--- config.mk ---
export PLATFORM = sky130hd
export DESIGN_NAME = camera_packet_deframer_top
export DESIGN_NICKNAME = d
export VERILOG_FILES = /design/src/design/cpd_pkg.sv /design/src/design/camera_packet_deframer_top.sv /design/src/design/cpd_front.sv /design/src/design/cpd_queue.sv /design/src/design/cpd_back.sv
export SDC_FILE = /design/constraint.sdc
export NUM_CORES = 1
export LEC_CHECK = 0
export BUFFER_PORTS_ARGS = -buffer_cell sky130_fd_sc_hd__buf_2
export CAP_MARGIN = 20
export CORE_ASPECT_RATIO = 0.5
export CORE_MARGIN = 8
export CORE_UTILIZATION = 50
export CTS_BUF_LIST = sky130_fd_sc_hd__clkbuf_4 sky130_fd_sc_hd__clkbuf_8 sky130_fd_sc_hd__clkbuf_16
export CTS_CLUSTER_SIZE = 40
export DETAILED_ROUTE_END_ITERATION = 6
export PLACE_DENSITY = 0.71
export SLEW_MARGIN = 10
export SYNTH_ARGS = -nofsm -noshare
export SYNTH_HDL_FRONTEND = slang
export SYNTH_SLANG_ARGS = --single-unit
export TNS_END_PERCENT = 50
--- constraint.sdc ---
create_clock -name clk -period 11.1 [get_ports clk]
set_input_delay 0.555 -clock clk [delete_from_list [all_inputs] [get_ports clk]]
set_output_delay 0.555 -clock clk [all_outputs]
set_load 0.01 [all_outputs]
--- src/design/cpd_pkg.sv ---
`timescale 1ns / 1ps
// ----------------------------------------------------------------------------
// cpd_pkg
// Shared types and codes for the camera packet deframer.
// ----------------------------------------------------------------------------
package cpd_pkg;

  // input kinds
  localparam logic [1:0] KIND_BYTE     = 2'd0;
  localparam logic [1:0] KIND_EXPOSURE = 2'd1;
  localparam logic [1:0] KIND_RESTART  = 2'd2;

  // result events
  localparam logic [1:0] EV_BYTE    = 2'd0;
  localparam logic [1:0] EV_ERROR   = 2'd1;
  localparam logic [1:0] EV_DISCARD = 2'd2;

  // packet types on the output
  localparam logic [1:0] PT_START  = 2'd0;
  localparam logic [1:0] PT_MIDDLE = 2'd1;
  localparam logic [1:0] PT_END    = 2'd2;

  // frame markers from header byte 0
  localparam logic [1:0] MK_MIDDLE  = 2'd0;
  localparam logic [1:0] MK_END     = 2'd1;
  localparam logic [1:0] MK_START   = 2'd2;
  localparam logic [1:0] MK_INVALID = 2'd3;

  // exposure tracking
  localparam logic [1:0] EXP_NONE      = 2'd0;
  localparam logic [1:0] EXP_CHANGED   = 2'd1;
  localparam logic [1:0] EXP_DROP_NEXT = 2'd2;

  localparam int          HDR_BYTES   = 4;
  localparam int          PLEN_W      = 14;  // ((0xffff + 47) >> 4) << 1 fits
  localparam int          TALLY_W     = 24;
  localparam int          PIX_W       = 14;
  localparam logic [TALLY_W-1:0] TALLY_MAX = '1;
  localparam logic [5:0]  PIX_HI_MASK = 6'h3f;
  localparam logic [16:0] LEN_ROUND   = 17'd47;
  localparam int          QUEUE_DEPTH = 4;     // power of two

  // one unit of output work: a single result or a four byte header burst
  typedef struct packed {
    logic [1:0]           ev;
    logic [3:0][7:0]      bytes;
    logic [1:0]           ptype;
    logic                 four;
    logic                 eop;
    logic                 drop;
  } job_t;

  function automatic logic [1:0] type_of(input logic [1:0] marker);
    logic [1:0] t;
    begin
      if (marker == MK_START)       t = PT_START;
      else if (marker == MK_MIDDLE) t = PT_MIDDLE;
      else                          t = PT_END;
      return t;
    end
  endfunction

endpackage

--- src/design/camera_packet_deframer_top.sv ---
`timescale 1ns / 1ps
// ----------------------------------------------------------------------------
// camera_packet_deframer_top
// Cuts a compressed camera byte stream into tagged packet bytes.
// ----------------------------------------------------------------------------
// Takes one stream byte or event per clock and is ready whenever the
// four-entry job queue has room. Every byte or event is classified
// combinationally, and whatever owes results is posted as one job; the result
// side drains one result per cycle while the output is ready, so ordinary
// bytes flow at one per clock and pass through the job queue into the output
// register. A completed header comes out as four results in a row, and the
// queue absorbs that burst; in_ready only drops once four jobs are waiting
// behind a stalled or busy output.
// ----------------------------------------------------------------------------
module camera_packet_deframer_top import cpd_pkg::*; #(
  parameter int MAX_PACKET_BYTES = 1024
) (
  input  logic        clk,
  input  logic        rst_n,
  input  logic        in_valid,
  output logic        in_ready,
  input  logic [1:0]  in_kind,
  input  logic [7:0]  in_data_byte,
  input  logic        in_transfer_start,
  input  logic        in_transfer_full,
  input  logic        cfg_valid,
  output logic        cfg_ready,
  input  logic [23:0] cfg_data,
  output logic        out_valid,
  input  logic        out_ready,
  output logic [1:0]  out_event_res,
  output logic [7:0]  out_out_byte,
  output logic [1:0]  out_packet_type,
  output logic        out_end_of_packet,
  output logic        out_drop_frame,
  output logic        out_last_of_run
);

  logic q_full, q_push, q_pop, q_head_valid;
  job_t q_job, q_head_job;

  cpd_front #(
    .MAX_PACKET_BYTES(MAX_PACKET_BYTES)
  ) u_front (
    .clk               (clk),
    .rst_n             (rst_n),
    .in_valid          (in_valid),
    .in_ready          (in_ready),
    .in_kind           (in_kind),
    .in_data_byte      (in_data_byte),
    .in_transfer_start (in_transfer_start),
    .in_transfer_full  (in_transfer_full),
    .cfg_valid         (cfg_valid),
    .cfg_ready         (cfg_ready),
    .cfg_data          (cfg_data),
    .q_full            (q_full),
    .q_push            (q_push),
    .q_job             (q_job)
  );

  cpd_queue u_queue (
    .clk        (clk),
    .rst_n      (rst_n),
    .push       (q_push),
    .push_job   (q_job),
    .full       (q_full),
    .pop        (q_pop),
    .head_valid (q_head_valid),
    .head_job   (q_head_job)
  );

  cpd_back u_back (
    .clk               (clk),
    .rst_n             (rst_n),
    .head_valid        (q_head_valid),
    .head_job          (q_head_job),
    .pop               (q_pop),
    .out_valid         (out_valid),
    .out_ready         (out_ready),
    .out_event_res     (out_event_res),
    .out_out_byte      (out_out_byte),
    .out_packet_type   (out_packet_type),
    .out_end_of_packet (out_end_of_packet),
    .out_drop_frame    (out_drop_frame),
    .out_last_of_run   (out_last_of_run)
  );

endmodule

--- src/design/cpd_front.sv ---
`timescale 1ns / 1ps
// ----------------------------------------------------------------------------
// cpd_front
// Parses the byte stream, tracks packet/frame state and posts output jobs.
// ----------------------------------------------------------------------------
module cpd_front import cpd_pkg::*; #(
  parameter int MAX_PACKET_BYTES = 1024
) (
  input  logic         clk,
  input  logic         rst_n,
  input  logic         in_valid,
  output logic         in_ready,
  input  logic [1:0]   in_kind,
  input  logic [7:0]   in_data_byte,
  input  logic         in_transfer_start,
  input  logic         in_transfer_full,
  input  logic         cfg_valid,
  output logic         cfg_ready,
  input  logic [23:0]  cfg_data,
  input  logic         q_full,
  output logic         q_push,
  output job_t         q_job
);

  localparam int LEN_W = $clog2(MAX_PACKET_BYTES + 1);

  logic [LEN_W-1:0]   bip_r, bip_nxt;
  logic [LEN_W-1:0]   plen_r, plen_nxt;
  logic [1:0]         marker_r, marker_nxt;
  logic [TALLY_W-1:0] tally_r, tally_nxt;
  logic               restart_r, restart_nxt;
  logic [1:0]         exp_r, exp_nxt;
  logic               lwfe_r, lwfe_nxt;
  logic               disc_r, disc_nxt;
  logic [TALLY_W-1:0] fpc_r;
  logic [7:0]         hdr_r [0:2];

  logic               acc;
  logic               hdr_we;
  logic [LEN_W-1:0]   bip_inc;
  logic [16:0]        len_sum;
  logic [PLEN_W-1:0]  plen_calc;
  logic [1:0]         hdr_marker;
  logic [PIX_W-1:0]   pixels;
  logic [TALLY_W:0]   tally_sum;
  logic [TALLY_W-1:0] tally_sat;
  logic               disc_v;
  logic               took;
  logic               fin;
  logic               fin_four;
  logic [1:0]         fin_m;
  logic               err;

  assign in_ready  = !q_full;
  assign cfg_ready = 1'b1;
  assign acc       = in_valid && in_ready;

  assign bip_inc    = bip_r + LEN_W'(1);
  assign len_sum    = {1'b0, hdr_r[2], in_data_byte} + LEN_ROUND;
  assign plen_calc  = {len_sum[16:4], 1'b0};
  assign hdr_marker = hdr_r[0][7:6];
  assign pixels     = {hdr_r[0][5:0] & PIX_HI_MASK, hdr_r[1]};
  assign tally_sum  = {1'b0, tally_r} + (TALLY_W+1)'(pixels);
  assign tally_sat  = tally_sum[TALLY_W] ? TALLY_MAX : tally_sum[TALLY_W-1:0];

  always_comb begin
    bip_nxt     = bip_r;
    plen_nxt    = plen_r;
    marker_nxt  = marker_r;
    tally_nxt   = tally_r;
    restart_nxt = restart_r;
    exp_nxt     = exp_r;
    lwfe_nxt    = lwfe_r;
    disc_nxt    = disc_r;
    hdr_we      = 1'b0;
    q_push      = 1'b0;
    q_job       = '0;
    disc_v      = disc_r;
    took        = 1'b0;
    fin         = 1'b0;
    fin_four    = 1'b0;
    fin_m       = marker_r;
    err         = 1'b0;

    if (acc) begin
      case (in_kind)
        KIND_EXPOSURE: exp_nxt = EXP_CHANGED;
        KIND_RESTART: begin
          restart_nxt = 1'b0;
          bip_nxt     = '0;
          tally_nxt   = '0;
          exp_nxt     = EXP_NONE;
        end
        KIND_BYTE: begin
          if (!restart_r) begin
            if (in_transfer_start) begin
              disc_v = 1'b0;
              // full transfer right after a frame end or an error is dropped whole
              if (lwfe_r && in_transfer_full) begin
                disc_v   = 1'b1;
                lwfe_nxt = 1'b0;
                took     = 1'b1;
                q_push   = 1'b1;
                q_job.ev = EV_DISCARD;
              end
            end
            disc_nxt = disc_v;
            if (!took && !disc_v) begin
              if (bip_r < LEN_W'(HDR_BYTES - 1)) begin
                hdr_we  = 1'b1;
                bip_nxt = bip_inc;
              end else if (bip_r == LEN_W'(HDR_BYTES - 1)) begin
                bip_nxt = bip_inc;
                if (plen_calc > PLEN_W'(MAX_PACKET_BYTES) || hdr_marker == MK_INVALID) begin
                  err = 1'b1;
                end else begin
                  plen_nxt   = plen_calc[LEN_W-1:0];
                  marker_nxt = hdr_marker;
                  if (plen_calc <= PLEN_W'(HDR_BYTES)) begin
                    fin      = 1'b1;
                    fin_four = 1'b1;
                    fin_m    = hdr_marker;
                  end else begin
                    q_push         = 1'b1;
                    q_job.ev       = EV_BYTE;
                    q_job.bytes[0] = hdr_r[0];
                    q_job.bytes[1] = hdr_r[1];
                    q_job.bytes[2] = hdr_r[2];
                    q_job.bytes[3] = in_data_byte;
                    q_job.ptype    = type_of(hdr_marker);
                    q_job.four     = 1'b1;
                  end
                end
              end else begin
                bip_nxt = bip_inc;
                if (bip_inc >= plen_r) begin
                  fin = 1'b1;
                end else begin
                  q_push         = 1'b1;
                  q_job.ev       = EV_BYTE;
                  q_job.bytes[0] = in_data_byte;
                  q_job.ptype    = type_of(marker_r);
                end
              end
            end
          end
        end
        default: ;
      endcase
    end

    // packet completion
    if (fin) begin
      bip_nxt     = '0;
      q_push      = 1'b1;
      q_job.ev    = EV_BYTE;
      q_job.ptype = type_of(fin_m);
      q_job.four  = fin_four;
      q_job.eop   = 1'b1;
      if (fin_four) begin
        q_job.bytes[0] = hdr_r[0];
        q_job.bytes[1] = hdr_r[1];
        q_job.bytes[2] = hdr_r[2];
        q_job.bytes[3] = in_data_byte;
      end else begin
        q_job.bytes[0] = in_data_byte;
      end
      if (fin_m == MK_END) begin
        tally_nxt = tally_sat;
        if (tally_sat != fpc_r) begin
          err = 1'b1;
        end else begin
          if (exp_r == EXP_CHANGED) begin
            exp_nxt = EXP_DROP_NEXT;
          end else if (exp_r == EXP_DROP_NEXT) begin
            exp_nxt    = EXP_NONE;
            q_job.drop = 1'b1;
          end
          lwfe_nxt = 1'b1;
          disc_nxt = 1'b1;
        end
      end else begin
        tally_nxt = (fin_m == MK_START) ? TALLY_W'(pixels) : tally_sat;
        lwfe_nxt  = 1'b0;
      end
    end

    // error replaces whatever the packet still owed
    if (err) begin
      restart_nxt = 1'b1;
      lwfe_nxt    = 1'b1;
      q_push      = 1'b1;
      q_job       = '0;
      q_job.ev    = EV_ERROR;
    end
  end

  always_ff @(posedge clk) begin
    if (!rst_n) begin
      bip_r     <= '0;
      plen_r    <= '0;
      marker_r  <= MK_MIDDLE;
      tally_r   <= '0;
      restart_r <= 1'b0;
      exp_r     <= EXP_NONE;
      lwfe_r    <= 1'b0;
      disc_r    <= 1'b0;
      fpc_r     <= '0;
    end else begin
      bip_r     <= bip_nxt;
      plen_r    <= plen_nxt;
      marker_r  <= marker_nxt;
      tally_r   <= tally_nxt;
      restart_r <= restart_nxt;
      exp_r     <= exp_nxt;
      lwfe_r    <= lwfe_nxt;
      disc_r    <= disc_nxt;
      if (cfg_valid && cfg_ready) begin
        fpc_r <= cfg_data;
      end
    end
  end

  always_ff @(posedge clk) begin
    if (hdr_we) begin
      hdr_r[bip_r[1:0]] <= in_data_byte;
    end
  end

endmodule

--- src/design/cpd_queue.sv ---
`timescale 1ns / 1ps
// ----------------------------------------------------------------------------
// cpd_queue
// Small job FIFO between the parser and the result sequencer.
// ----------------------------------------------------------------------------
module cpd_queue import cpd_pkg::*; (
  input  logic  clk,
  input  logic  rst_n,
  input  logic  push,
  input  job_t  push_job,
  output logic  full,
  input  logic  pop,
  output logic  head_valid,
  output job_t  head_job
);

  localparam int PTR_W = $clog2(QUEUE_DEPTH);
  localparam int CNT_W = $clog2(QUEUE_DEPTH + 1);

  job_t             mem_r [0:QUEUE_DEPTH-1];
  logic [PTR_W-1:0] wr_ptr_r, rd_ptr_r;
  logic [CNT_W-1:0] cnt_r, cnt_nxt;
  logic             do_push, do_pop;

  assign full       = (cnt_r == CNT_W'(QUEUE_DEPTH));
  assign head_valid = (cnt_r != '0);
  assign head_job   = mem_r[rd_ptr_r];
  assign do_push    = push && !full;
  assign do_pop     = pop && head_valid;

  always_comb begin
    cnt_nxt = cnt_r;
    if (do_push && !do_pop)      cnt_nxt = cnt_r + CNT_W'(1);
    else if (!do_push && do_pop) cnt_nxt = cnt_r - CNT_W'(1);
  end

  // pointers wrap on their own width since the depth is a power of two
  always_ff @(posedge clk) begin
    if (!rst_n) begin
      wr_ptr_r <= '0;
      rd_ptr_r <= '0;
      cnt_r    <= '0;
    end else begin
      cnt_r <= cnt_nxt;
      if (do_push) wr_ptr_r <= wr_ptr_r + PTR_W'(1);
      if (do_pop)  rd_ptr_r <= rd_ptr_r + PTR_W'(1);
    end
  end

  always_ff @(posedge clk) begin
    if (do_push) begin
      mem_r[wr_ptr_r] <= push_job;
    end
  end

endmodule

--- src/design/cpd_back.sv ---
`timescale 1ns / 1ps
// ----------------------------------------------------------------------------
// cpd_back
// Expands queued jobs into result requests behind an output register.
// ----------------------------------------------------------------------------
module cpd_back import cpd_pkg::*; (
  input  logic        clk,
  input  logic        rst_n,
  input  logic        head_valid,
  input  job_t        head_job,
  output logic        pop,
  output logic        out_valid,
  input  logic        out_ready,
  output logic [1:0]  out_event_res,
  output logic [7:0]  out_out_byte,
  output logic [1:0]  out_packet_type,
  output logic        out_end_of_packet,
  output logic        out_drop_frame,
  output logic        out_last_of_run
);

  logic [1:0] idx_r, idx_nxt;
  logic       out_valid_r, out_valid_nxt;
  logic [1:0] ev_r;
  logic [7:0] byte_r;
  logic [1:0] ptype_r;
  logic       eop_r, drop_r, last_r;
  logic       load;
  logic       last;

  assign load = (!out_valid_r || out_ready) && head_valid;
  assign last = !head_job.four || (idx_r == 2'd3);
  assign pop  = load && last;

  always_comb begin
    idx_nxt       = idx_r;
    out_valid_nxt = out_valid_r;
    if (out_ready) out_valid_nxt = 1'b0;
    if (load) begin
      out_valid_nxt = 1'b1;
      idx_nxt       = last ? 2'd0 : idx_r + 2'd1;
    end
  end

  always_ff @(posedge clk) begin
    if (!rst_n) begin
      idx_r       <= 2'd0;
      out_valid_r <= 1'b0;
    end else begin
      idx_r       <= idx_nxt;
      out_valid_r <= out_valid_nxt;
    end
  end

  always_ff @(posedge clk) begin
    if (load) begin
      ev_r    <= head_job.ev;
      byte_r  <= head_job.bytes[idx_r];
      ptype_r <= head_job.ptype;
      eop_r   <= last && head_job.eop;
      drop_r  <= last && head_job.drop;
      last_r  <= last;
    end
  end

  assign out_valid         = out_valid_r;
  assign out_event_res     = ev_r;
  assign out_out_byte      = byte_r;
  assign out_packet_type   = ptype_r;
  assign out_end_of_packet = eop_r;
  assign out_drop_frame    = drop_r;
  assign out_last_of_run   = last_r;

endmodule

==> summary.txt, run 1 <==
Die
  • Die Footprint: approximately 34000 um^2
  • Row count: 43
  • Die Width: 254 um
  • Core area: around 28000 um^2
  • I/O pin total: just under 60
  • Starting density of the core: about half
  • Overall die height: around 140 um

CTS
  • Clock tree from TritonCTS: done
  • Number of buffers inserted during clock tree synthesis: 26
  • Resize count post-CTS: 0
  • H-tree Lvls: 1
  • Clock transition at the registers of the reported paths: ~70 ps
  • Insertion delay of the later-clocked pin in the worst-skew pair: around 560 ps
  • Number of sinks handled by clock tree synthesis: about 280
  • Number of buffers inserted to repair setup after CTS: 0
  • Max clock buf depth: 3
  • CTS Root Buffer Type: clkbuf_16
  • Cts-stage hold buffer count: 0

Critical path
  • Slowest CP cell: a21oi_2
  • Crit Path Class: reg2reg
  • Arrival time reported for the critical path endpoint: ~5500 ps
  • Endpoint of the worst register-to-register path: u_queue.mem_r[3][5]
  • Largest stage delay on the critical path: slightly below 800 ps
  • Worst r2r src: u_front.hdr_r[1][0]
  • Worst path depth: 13
  • Worst Setup End Kind: register
  • Critical-path cell list: ha_1 > inv_1 > fa_1 > nand2b_1 > a211o_4 > a211o_1 > a21oi_2 > nor3_1 > a211o_1 > o211ai_1 > and4bb_1 > a21oi_1 > o32ai_1
  • Depth of the worst register-to-register path: 13
  • Most common cell on crit path: a211o_1
  • Largest delay contributor family on the critical path: compound AO/OA/AOI/OAI gates
  • Endpoint of the worst setup timing path: u_queue.mem_r[3][5]
  • Number of buffer and inverter stages on the critical path: 1
  • Biggest fanout along the worst timing path: 21
  • Crit start category: register
  • Register-to-register path setup slack: roughly 5800 ps
  • Crit. Startpoint: u_front.hdr_r[1][0]
  • Crit path required time: ~11000 ps

Synth
  • Number of warning messages in the yosys log: 0
  • Fraction of the yosys area taken by sequential cells: 53.6%
  • Per-instance average area after synthesis: 12.0 um^2
  • Number of synthesized flops with an enable pin: between 150 and 200
  • Top cell type by total area after synthesis: edfxtp_1
  • Syn Inst Count: ~1200
  • Leading post-synthesis cells by cell area: edfxtp_1 41%, dfxtp_1 12%, mux4_2 7.3%, ha_1 3.3%, nor2_1 3.1%
  • Area share of the leading cell type in the synthesized netlist: between 40 and 50%
  • Dominant synthesized flop cell: edfxtp_1
  • Count of cell types in the netlist: 94
  • Number of register bits inferred by synthesis: 283
  • Post-synthesis cell area: between 10000 and 15000 um^2
  • Post-synth ARST share: 0%

Place
  • Final HPWL from detailed placement: 23100 um
  • Global placer's final weighted congestion: 0.899
  • Cell count after placement: 1578
  • IO buf count: 57

Flow run
  • Max-cap violation count: 0

Global routing
  • Initial antenna violation count: 1
  • Global-route wire length before repair: around 53000 um
  • Total congestion overflow: 0
  • Met1 layer usage reported by global route: 26.9%
  • Number of global-route vias before repair: 9419
  • Global route hottest layer: met2
  • GRT met3 Usage: 3.20%
  • Tot GR Track Use: approximately a fifth
  • Pin count of the biggest net entering global routing: 46
  • Global Route met2 Usage: 31.6%

Pwr
  • Reported leakage power: around 5.3 nW
  • Total power per unit cell area: approximately 150 nW/um^2
  • Largest vdd supply drop: roughly 0.00010 V
  • PnR Total Power: roughly 2.4 mW

Timing
  • Share of the cycle needed by the critical path after routing: between 40% and 50%
  • Unrepaired setup endpoints after global routing: no
  • Final critical path time including I/O delays and setup: approximately 5300 ps
  • Number of endpoints failing setup at the final stage: 0
  • Slew margin rel.: slightly below 30%
  • Final Max Slew Viols: 0
  • Total Neg Setup Slack: 0 ps
  • Post-Route Skew: 13.6 ps
  • Count of final hold-check violations: 0
  • Transition time at the pin with the least slew margin: 1050 ps
  • Peak Freq: 189 MHz

Routing
  • Drt total wl: between 30000 and 40000 um
  • Avg Vias per Cell: 6.00
  • Initial DRC count: approximately 830
  • Number of remaining DRC errors: 0
  • Iteration count of the initial detailed-routing pass: 7
  • Vias after detailed routing: 9761
  • ANT nets after route: 0
  • Avg WL per Cell: ~21 um

Layout
  • Filler cell count in the final layout: between 2000 and 2500
  • Layout-stage area growth over the synthesis result: 10.3%
  • Net count of the finished layout: between 1000 and 1500
  • Fraction of layout instances using a drive strength above 1: between 10% and 20%
  • Most frequent cells in the layout: 195 x edfxtp_1, 119 x nor2_1, 86 x dfxtp_1
  • Number of non-filler instances in the completed layout: between 1500 and 2000
  • Most common library cell in the layout ignoring fill and taps: edfxtp_1
  • Number of diodes: 0

Run status
  • Outcome: finished clean

Min path
  • Type of the tightest min-delay check: in2reg
## cells in the mapped netlist, drive strengths merged (34+ instances only)
cell	instances
dfxtp	88
nand2	66
inv	45
mux4	46
edfxtp	195
clkbuf	35
mux2i	34
a21oi	53
nor2	119
ha	37
o21ai	38
## report_power, final
part,leakage [nW],internal (mW),switching [mW]
registers,2.40,1.16,0.0245
clock network,0.437,0.518,0.400
logic,2.47,0.126,0.161
total,5.30,1.81,0.586
## cell families (layout without fill, tap and decap cells)
logic type	Yosys count	after routing	synth area share, %
other	2	13	0.0528
and+or+nand+nor	371	371	13.4
xor gates and xnor gates	49	49	3.21
AOI/OAI and AO/OA	246	246	12.7
muxes	84	84	10.0
DFF	283	283	53.6
buffers and inverters	113	161	3.55
adders and majority gates	39	39	3.54
## cell type report
| type | instances | area, um^2 | area share [%] |
|---|---|---|---|
| Timing Repair Buffer | 67 | 393 | 2.50 |
| Multi-Input combinational cell | 802 | 6150 | 39.2 |
| Sequential cell | 283 | 7620 | 48.6 |
| Clock inverter | 12 | 138 | 0.877 |
| Inverter | 46 | 173 | 1.10 |
| Clock buffer | 36 | 738 | 4.71 |
| Tap cell | 382 | 478 | 3.05 |
## per-layer routing
| layer | part of all wire, % | vias up |
|---|---|---|
| met3 | 6.2 | 58 |
| li1 | - | 4543 |
| met1 | 45 | 4843 |
| met4 | 2.5 | 0 |
| met5 | 0 | - |
| met2 | 46 | 317 |
## worst reg2reg max path: cells and delay by family (launching register included)
kind	cells	cell delay [ps]
AOI/OAI and AO/OA	7	3200
adders and majority gates	2	660
buffers and inverters	1	60
DFF	1	390
and+or+nand+nor	3	650
## per-stage QoR
stage	utilization [%]	hold slack (ps)	instance area (um^2)	setup WS, ps
after floorplan	-	440	14300	7210
after global placement	53.1	451	14800	6100
after detailed placement	53.1	466	14800	5800
after CTS	56.2	213	15600	5860
after global routing	56.4	227	15700	5550
final	56.4	236	15700	5810
## registers in the layout, indices dropped and copies added (netlist names), 3 cells and up, named ones only
| name | flops |
|---|---|
| u_back.out_out_byte | 8 |
| u_front.bip_r | 11 |
| u_front.fpc_r | 24 |
| u_front.hdr_r | 24 |
| u_front.plen_r | 10 |
| u_front.tally_r | 24 |
| u_queue.cnt_r | 3 |
| u_queue.mem_r | 156 |
## worst min-delay path by stage
stage	from	endpoint	slack (ps)	cells past startpoint
2_1_floorplan	u_front.plen_r[4]	u_front.plen_r[4]	440	2
3_3_place_gp	u_back.out_valid	u_back.out_valid	450	2
3_5_place_dp	u_back.out_valid	u_back.out_valid	470	2
4_1_cts	cfg_data[6]	u_front.fpc_r[6]	210	3
5_1_grt	cfg_data[8]	u_front.fpc_r[8]	230	3
6_report	cfg_data[8]	u_front.fpc_r[8]	240	3
Note: power is estimated with default switching activity, not from simulation.
==> run 2: changes to the inputs <==
--- a/config.mk
+++ b/config.mk
@@ -5,6 +5,7 @@
 export SDC_FILE = /design/constraint.sdc
 export NUM_CORES = 1
 export LEC_CHECK = 0
+export ABC_AREA = 1
 export BUFFER_PORTS_ARGS = -buffer_cell sky130_fd_sc_hd__buf_2
 export CAP_MARGIN = 20
 export CORE_ASPECT_RATIO = 0.5
==> constraint.sdc (replaced) <==
create_clock -name clk -period 5.45 [get_ports clk]
set_input_delay 0.2725 -clock clk [delete_from_list [all_inputs] [get_ports clk]]
set_output_delay 0.2725 -clock clk [all_outputs]
set_load 0.01 [all_outputs]
==> run 2 against run 1 <==
Fmax is 11% higher; critical endpoint is now u_queue.mem_r[0][6]; clock power is 110% higher; critical path type unchanged; die area is 1.4% higher; via count is 20% higher; final cell count is 33% higher; core utilization is 0.078 points lower; wire length is 9.3% higher; sequential power is 110% higher.
==> summary.txt, run 2 <==
Routing
  • Initial DRC count: 1061 (+28%)
  • Number of remaining DRC errors: 0 (unchanged)
  • Iteration count of the initial detailed-routing pass: 7 (unchanged)
  • Avg Vias per Cell: 5.40 (-10%)
  • ANT nets after route: 0 (unchanged)
  • Drt total wl: 37400 um (+9.3%)
  • Avg WL per Cell: 17.3 um (-18%)
  • Vias after detailed routing: 11698 (+20%)

Critical path
  • Crit path required time: 5750 ps (-5570 ps)
  • Crit start category: register
  • Worst Setup End Kind: register
  • Crit Path Class: reg2reg
  • Biggest fanout along the worst timing path: 23 (+9.5%)
  • Most common cell on crit path: nand2_1
  • Arrival time reported for the critical path endpoint: 5070 ps (-450 ps)
  • Critical-path cell list: inv_1 > nor4_1 > nand4_1 > or2_2 > nor2_1 > xor2_1 > inv_1 > ha_1 > nand3_1 > o311ai_0 > nor2_1 > inv_1 > nand2_1 > nand2_1 > nand2_1 > a21oi_1 > nand3_4 > nand2_1 > clkinvlp_4 > buf_12
  • Largest stage delay on the critical path: 530 ps (-260 ps)
  • Slowest CP cell: o311ai_0

Timing
  • Unrepaired setup endpoints after global routing: no
  • Smallest setup slack after layout: 683 ps (-5120 ps)
  • Post-Route Skew: 10.0 ps (-3.58 ps)
  • Transition time at the pin with the least slew margin: 1070 ps (+20.0 ps)
  • Slew margin rel.: 27.8% (-1.3 points)
  • Final critical path time including I/O delays and setup: 4770 ps (-526 ps)
  • Total Neg Setup Slack: 0 ps (unchanged)
  • Number of endpoints failing setup at the final stage: 0 (unchanged)
  • Count of final hold-check violations: 0 (unchanged)
  • Share of the cycle needed by the critical path after routing: 87.5% (+40 points)
  • Peak Freq: 210 MHz (+11%)
  • Final Max Slew Viols: 0 (unchanged)

CTS
  • Clock transition at the registers of the reported paths: 70 ps (about the same)
  • Max clock buf depth: 3 (unchanged)
  • Number of buffers inserted during clock tree synthesis: 26 (unchanged)
  • Insertion delay of the later-clocked pin in the worst-skew pair: 550 ps (about the same)
  • Number of sinks handled by clock tree synthesis: 283 (unchanged)
  • CTS Root Buffer Type: clkbuf_16
  • H-tree Lvls: 1 (unchanged)
  • Clock tree from TritonCTS: done
  • Number of buffers inserted to repair setup after CTS: 0 (unchanged)

Pwr
  • Fraction of power consumed by sequential logic: 48.1% (-1.5 points)
  • Total power per unit cell area: 323 nW/um^2 (+110%)
  • Net Switching: 1.48 mW (+150%)
  • Largest vdd supply drop: 0.000234 V (+120%)
  • Switching portion of total power: 28.3% (+3.8 points)
  • Fraction of power consumed by the clock network: 36.4% (-2.0 points)
  • Internal Dissipation: 3.74 mW (+110%)
  • Reported leakage power: 6.73 nW (+27%)
  • Gate power share: 15.6% (+3.6 points)

Die
  • Starting density of the core: 50.4% (-0.76 points)
  • Die Width: 256 um (+0.73%)
  • Core area: 28700 um^2 (+3.1%)
  • Overall die height: 136 um (+0.69%)
  • I/O pin total: 59 (unchanged)
  • Die Footprint: 34900 um^2 (+1.4%)
  • Row count: 44 (+2.3%)

Global routing
  • Tot GR Track Use: 21.1% (+1.8 points)
  • Initial antenna violation count: 0 (-1)
  • Number of global-route vias before repair: 11055 (+17%)
  • Global-route wire length before repair: 59200 um (+13%)
  • Pin count of the biggest net entering global routing: 61 (+33%)
  • Total congestion overflow: 0 (unchanged)

Layout
  • Flip-flop count of the largest register, all copies and words added: 156 (unchanged)
  • Most frequent cells in the layout: 373 x nand2_1, 203 x inv_1, 202 x nor2_1
  • Layout-stage area growth over the synthesis result: 11.8%
  • Largest register by flop count: u_queue.mem_r
  • Final cell utilization of the core: 56.3% (-0.078 points)
  • Net count of the finished layout: 1836 (+41%)
  • Number of diodes: 0 (unchanged)
  • Fraction of layout instances using a drive strength above 1: 8.73% (-7.6 points)
  • Most common library cell in the layout ignoring fill and taps: nand2_1

Place
  • Final HPWL from detailed placement: 26200 um (+13%)
  • Worst slack, placed: 499 ps (-5300 ps)
  • Global placer's final weighted congestion: 0.957 (+6.4%)
  • IO buf count: 57 (unchanged)

Synth
  • Number of register bits inferred by synthesis: 283 (unchanged)
  • Dominant synthesized flop cell: edfxtp_1
  • Count of cell types in the netlist: 48 (-49%)
  • Number of synthesized flops with an enable pin: 195 (unchanged)
  • Most numerous cell types in the synthesized netlist: 373 x nand2_1, 207 x inv_1, 202 x nor2_1, 195 x edfxtp_1, 129 x o21ai_0
  • Post-synthesis cell area: 14400 um^2 (+1.6%)
  • Leading post-synthesis cells by cell area: edfxtp_1 41%, dfxtp_1 12%, nand2_1 9.7%, inv_1 5.4%, nor2_1 5.2%
  • Syn Inst Count: 1691 (+42%)
  • Area share of the leading cell type in the synthesized netlist: 40.5% (-0.64 points)
  • Top cell type by total area after synthesis: edfxtp_1
  • Number of warning messages in the yosys log: 0 (unchanged)
  • Fraction of the yosys area taken by sequential cells: 52.7% (-0.83 points)
  • Per-instance average area after synthesis: 8.54 um^2 (-29%)
  • Post-synth ARST share: 0% (unchanged)
  • Cell with the most instances after synthesis: nand2_1

Flow run
  • Max-cap violation count: 0 (unchanged)

Run status
  • Outcome: finished clean

Min path
  • Type of the tightest min-delay check: in2reg
[run 2: routing by layer]
| layer | global-route usage, % | routed length, um | vias to the layer above |
|---|---|---|---|
| li1 | - | - | 5827 |
| met1 | 29.0 | 16900 | 5406 |
| met2 | 34.6 | 16700 | 393 |
| met3 | 3.08 | 2620 | 72 |
| met4 | 6.67 | 1150 | 0 |
| met5 | 0 | 0 | - |
[run 2: area by class of cell]
cell class                 count  area, um^2
fill                        2583       12500
sequential                   283        7620
multi-input combinational   1147        5810
inverter                     212         800
clock buffer                  28         666
timing repair buffer          86         551
tap                          391         489
clock inverter                20         224
[run 2: power groups by stage]
stage	registers [mW]	logic, mW	clock network (mW)
2_1_floorplan	2.53	0.541	0
5_1_grt	2.52	0.914	2.00
6_report	2.51	0.813	1.90
3_5_place_dp	2.56	0.812	0
4_1_cts	2.51	0.825	1.92
3_3_place_gp	2.56	0.802	0
[run 2: worst paths after layout]
| kind | from | to | slack, ps | depth (start not counted) |
|---|---|---|---|---|
| worst max register to register | u_front.bip_r[2] | u_queue.mem_r[0][6] | 680 | 20 |
| worst min register to register | u_front.tally_r[13] | u_front.tally_r[13] | 470 | 2 |
| worst min-delay path | cfg_data[18] | u_front.fpc_r[18] | 20 | 3 |
| worst max-delay path | u_front.bip_r[2] | u_queue.mem_r[0][6] | 680 | 20 |
[run 2: logic make-up (layout without fill, tap and decap cells)]
family,count (synthesis),in the layout,share of synthesized area [%]
flops,283,283,52.7
xor+xnor,21,21,1.27
compound gates,296,296,11.7
fa+ha+maj,39,39,3.48
simple gates,778,778,23.4
other cells,2,13,0.0520
buf+inv,272,346,7.39
[run 2: stage by stage]
stage / power (mW) / cell area (um^2) / hold slack, ps / std cells
2_1_floorplan: 3.07 / 14500 / 371 / 1702
3_3_place_gp: 3.36 / 15100 / 455 / 2105
3_5_place_dp: 3.37 / 15100 / 461 / 2105
4_1_cts: 5.25 / 16100 / 1.47 / 2167
5_1_grt: 5.43 / 16200 / 22.8 / 2167
6_report: 5.22 / 16200 / 20.6 / 2167
[run 2: worst max-delay path, delay by kind of cell (launching register included)]
kind,cells,cell delay [ps]
AND/OR/NAND/NOR,11,1680
AO/OA/AOI/OAI,2,880
XOR/XNOR,1,150
adder cells (fa/ha/maj),1,290
flip-flops,1,420
buffers and inverters,5,1060
[run 2: repair_timing]
item	in CTS	in global routing
hold buffers	14	0
endpoints found under the setup margin	0	23
resized for setup	0	1
hold endpoints to repair	18	0
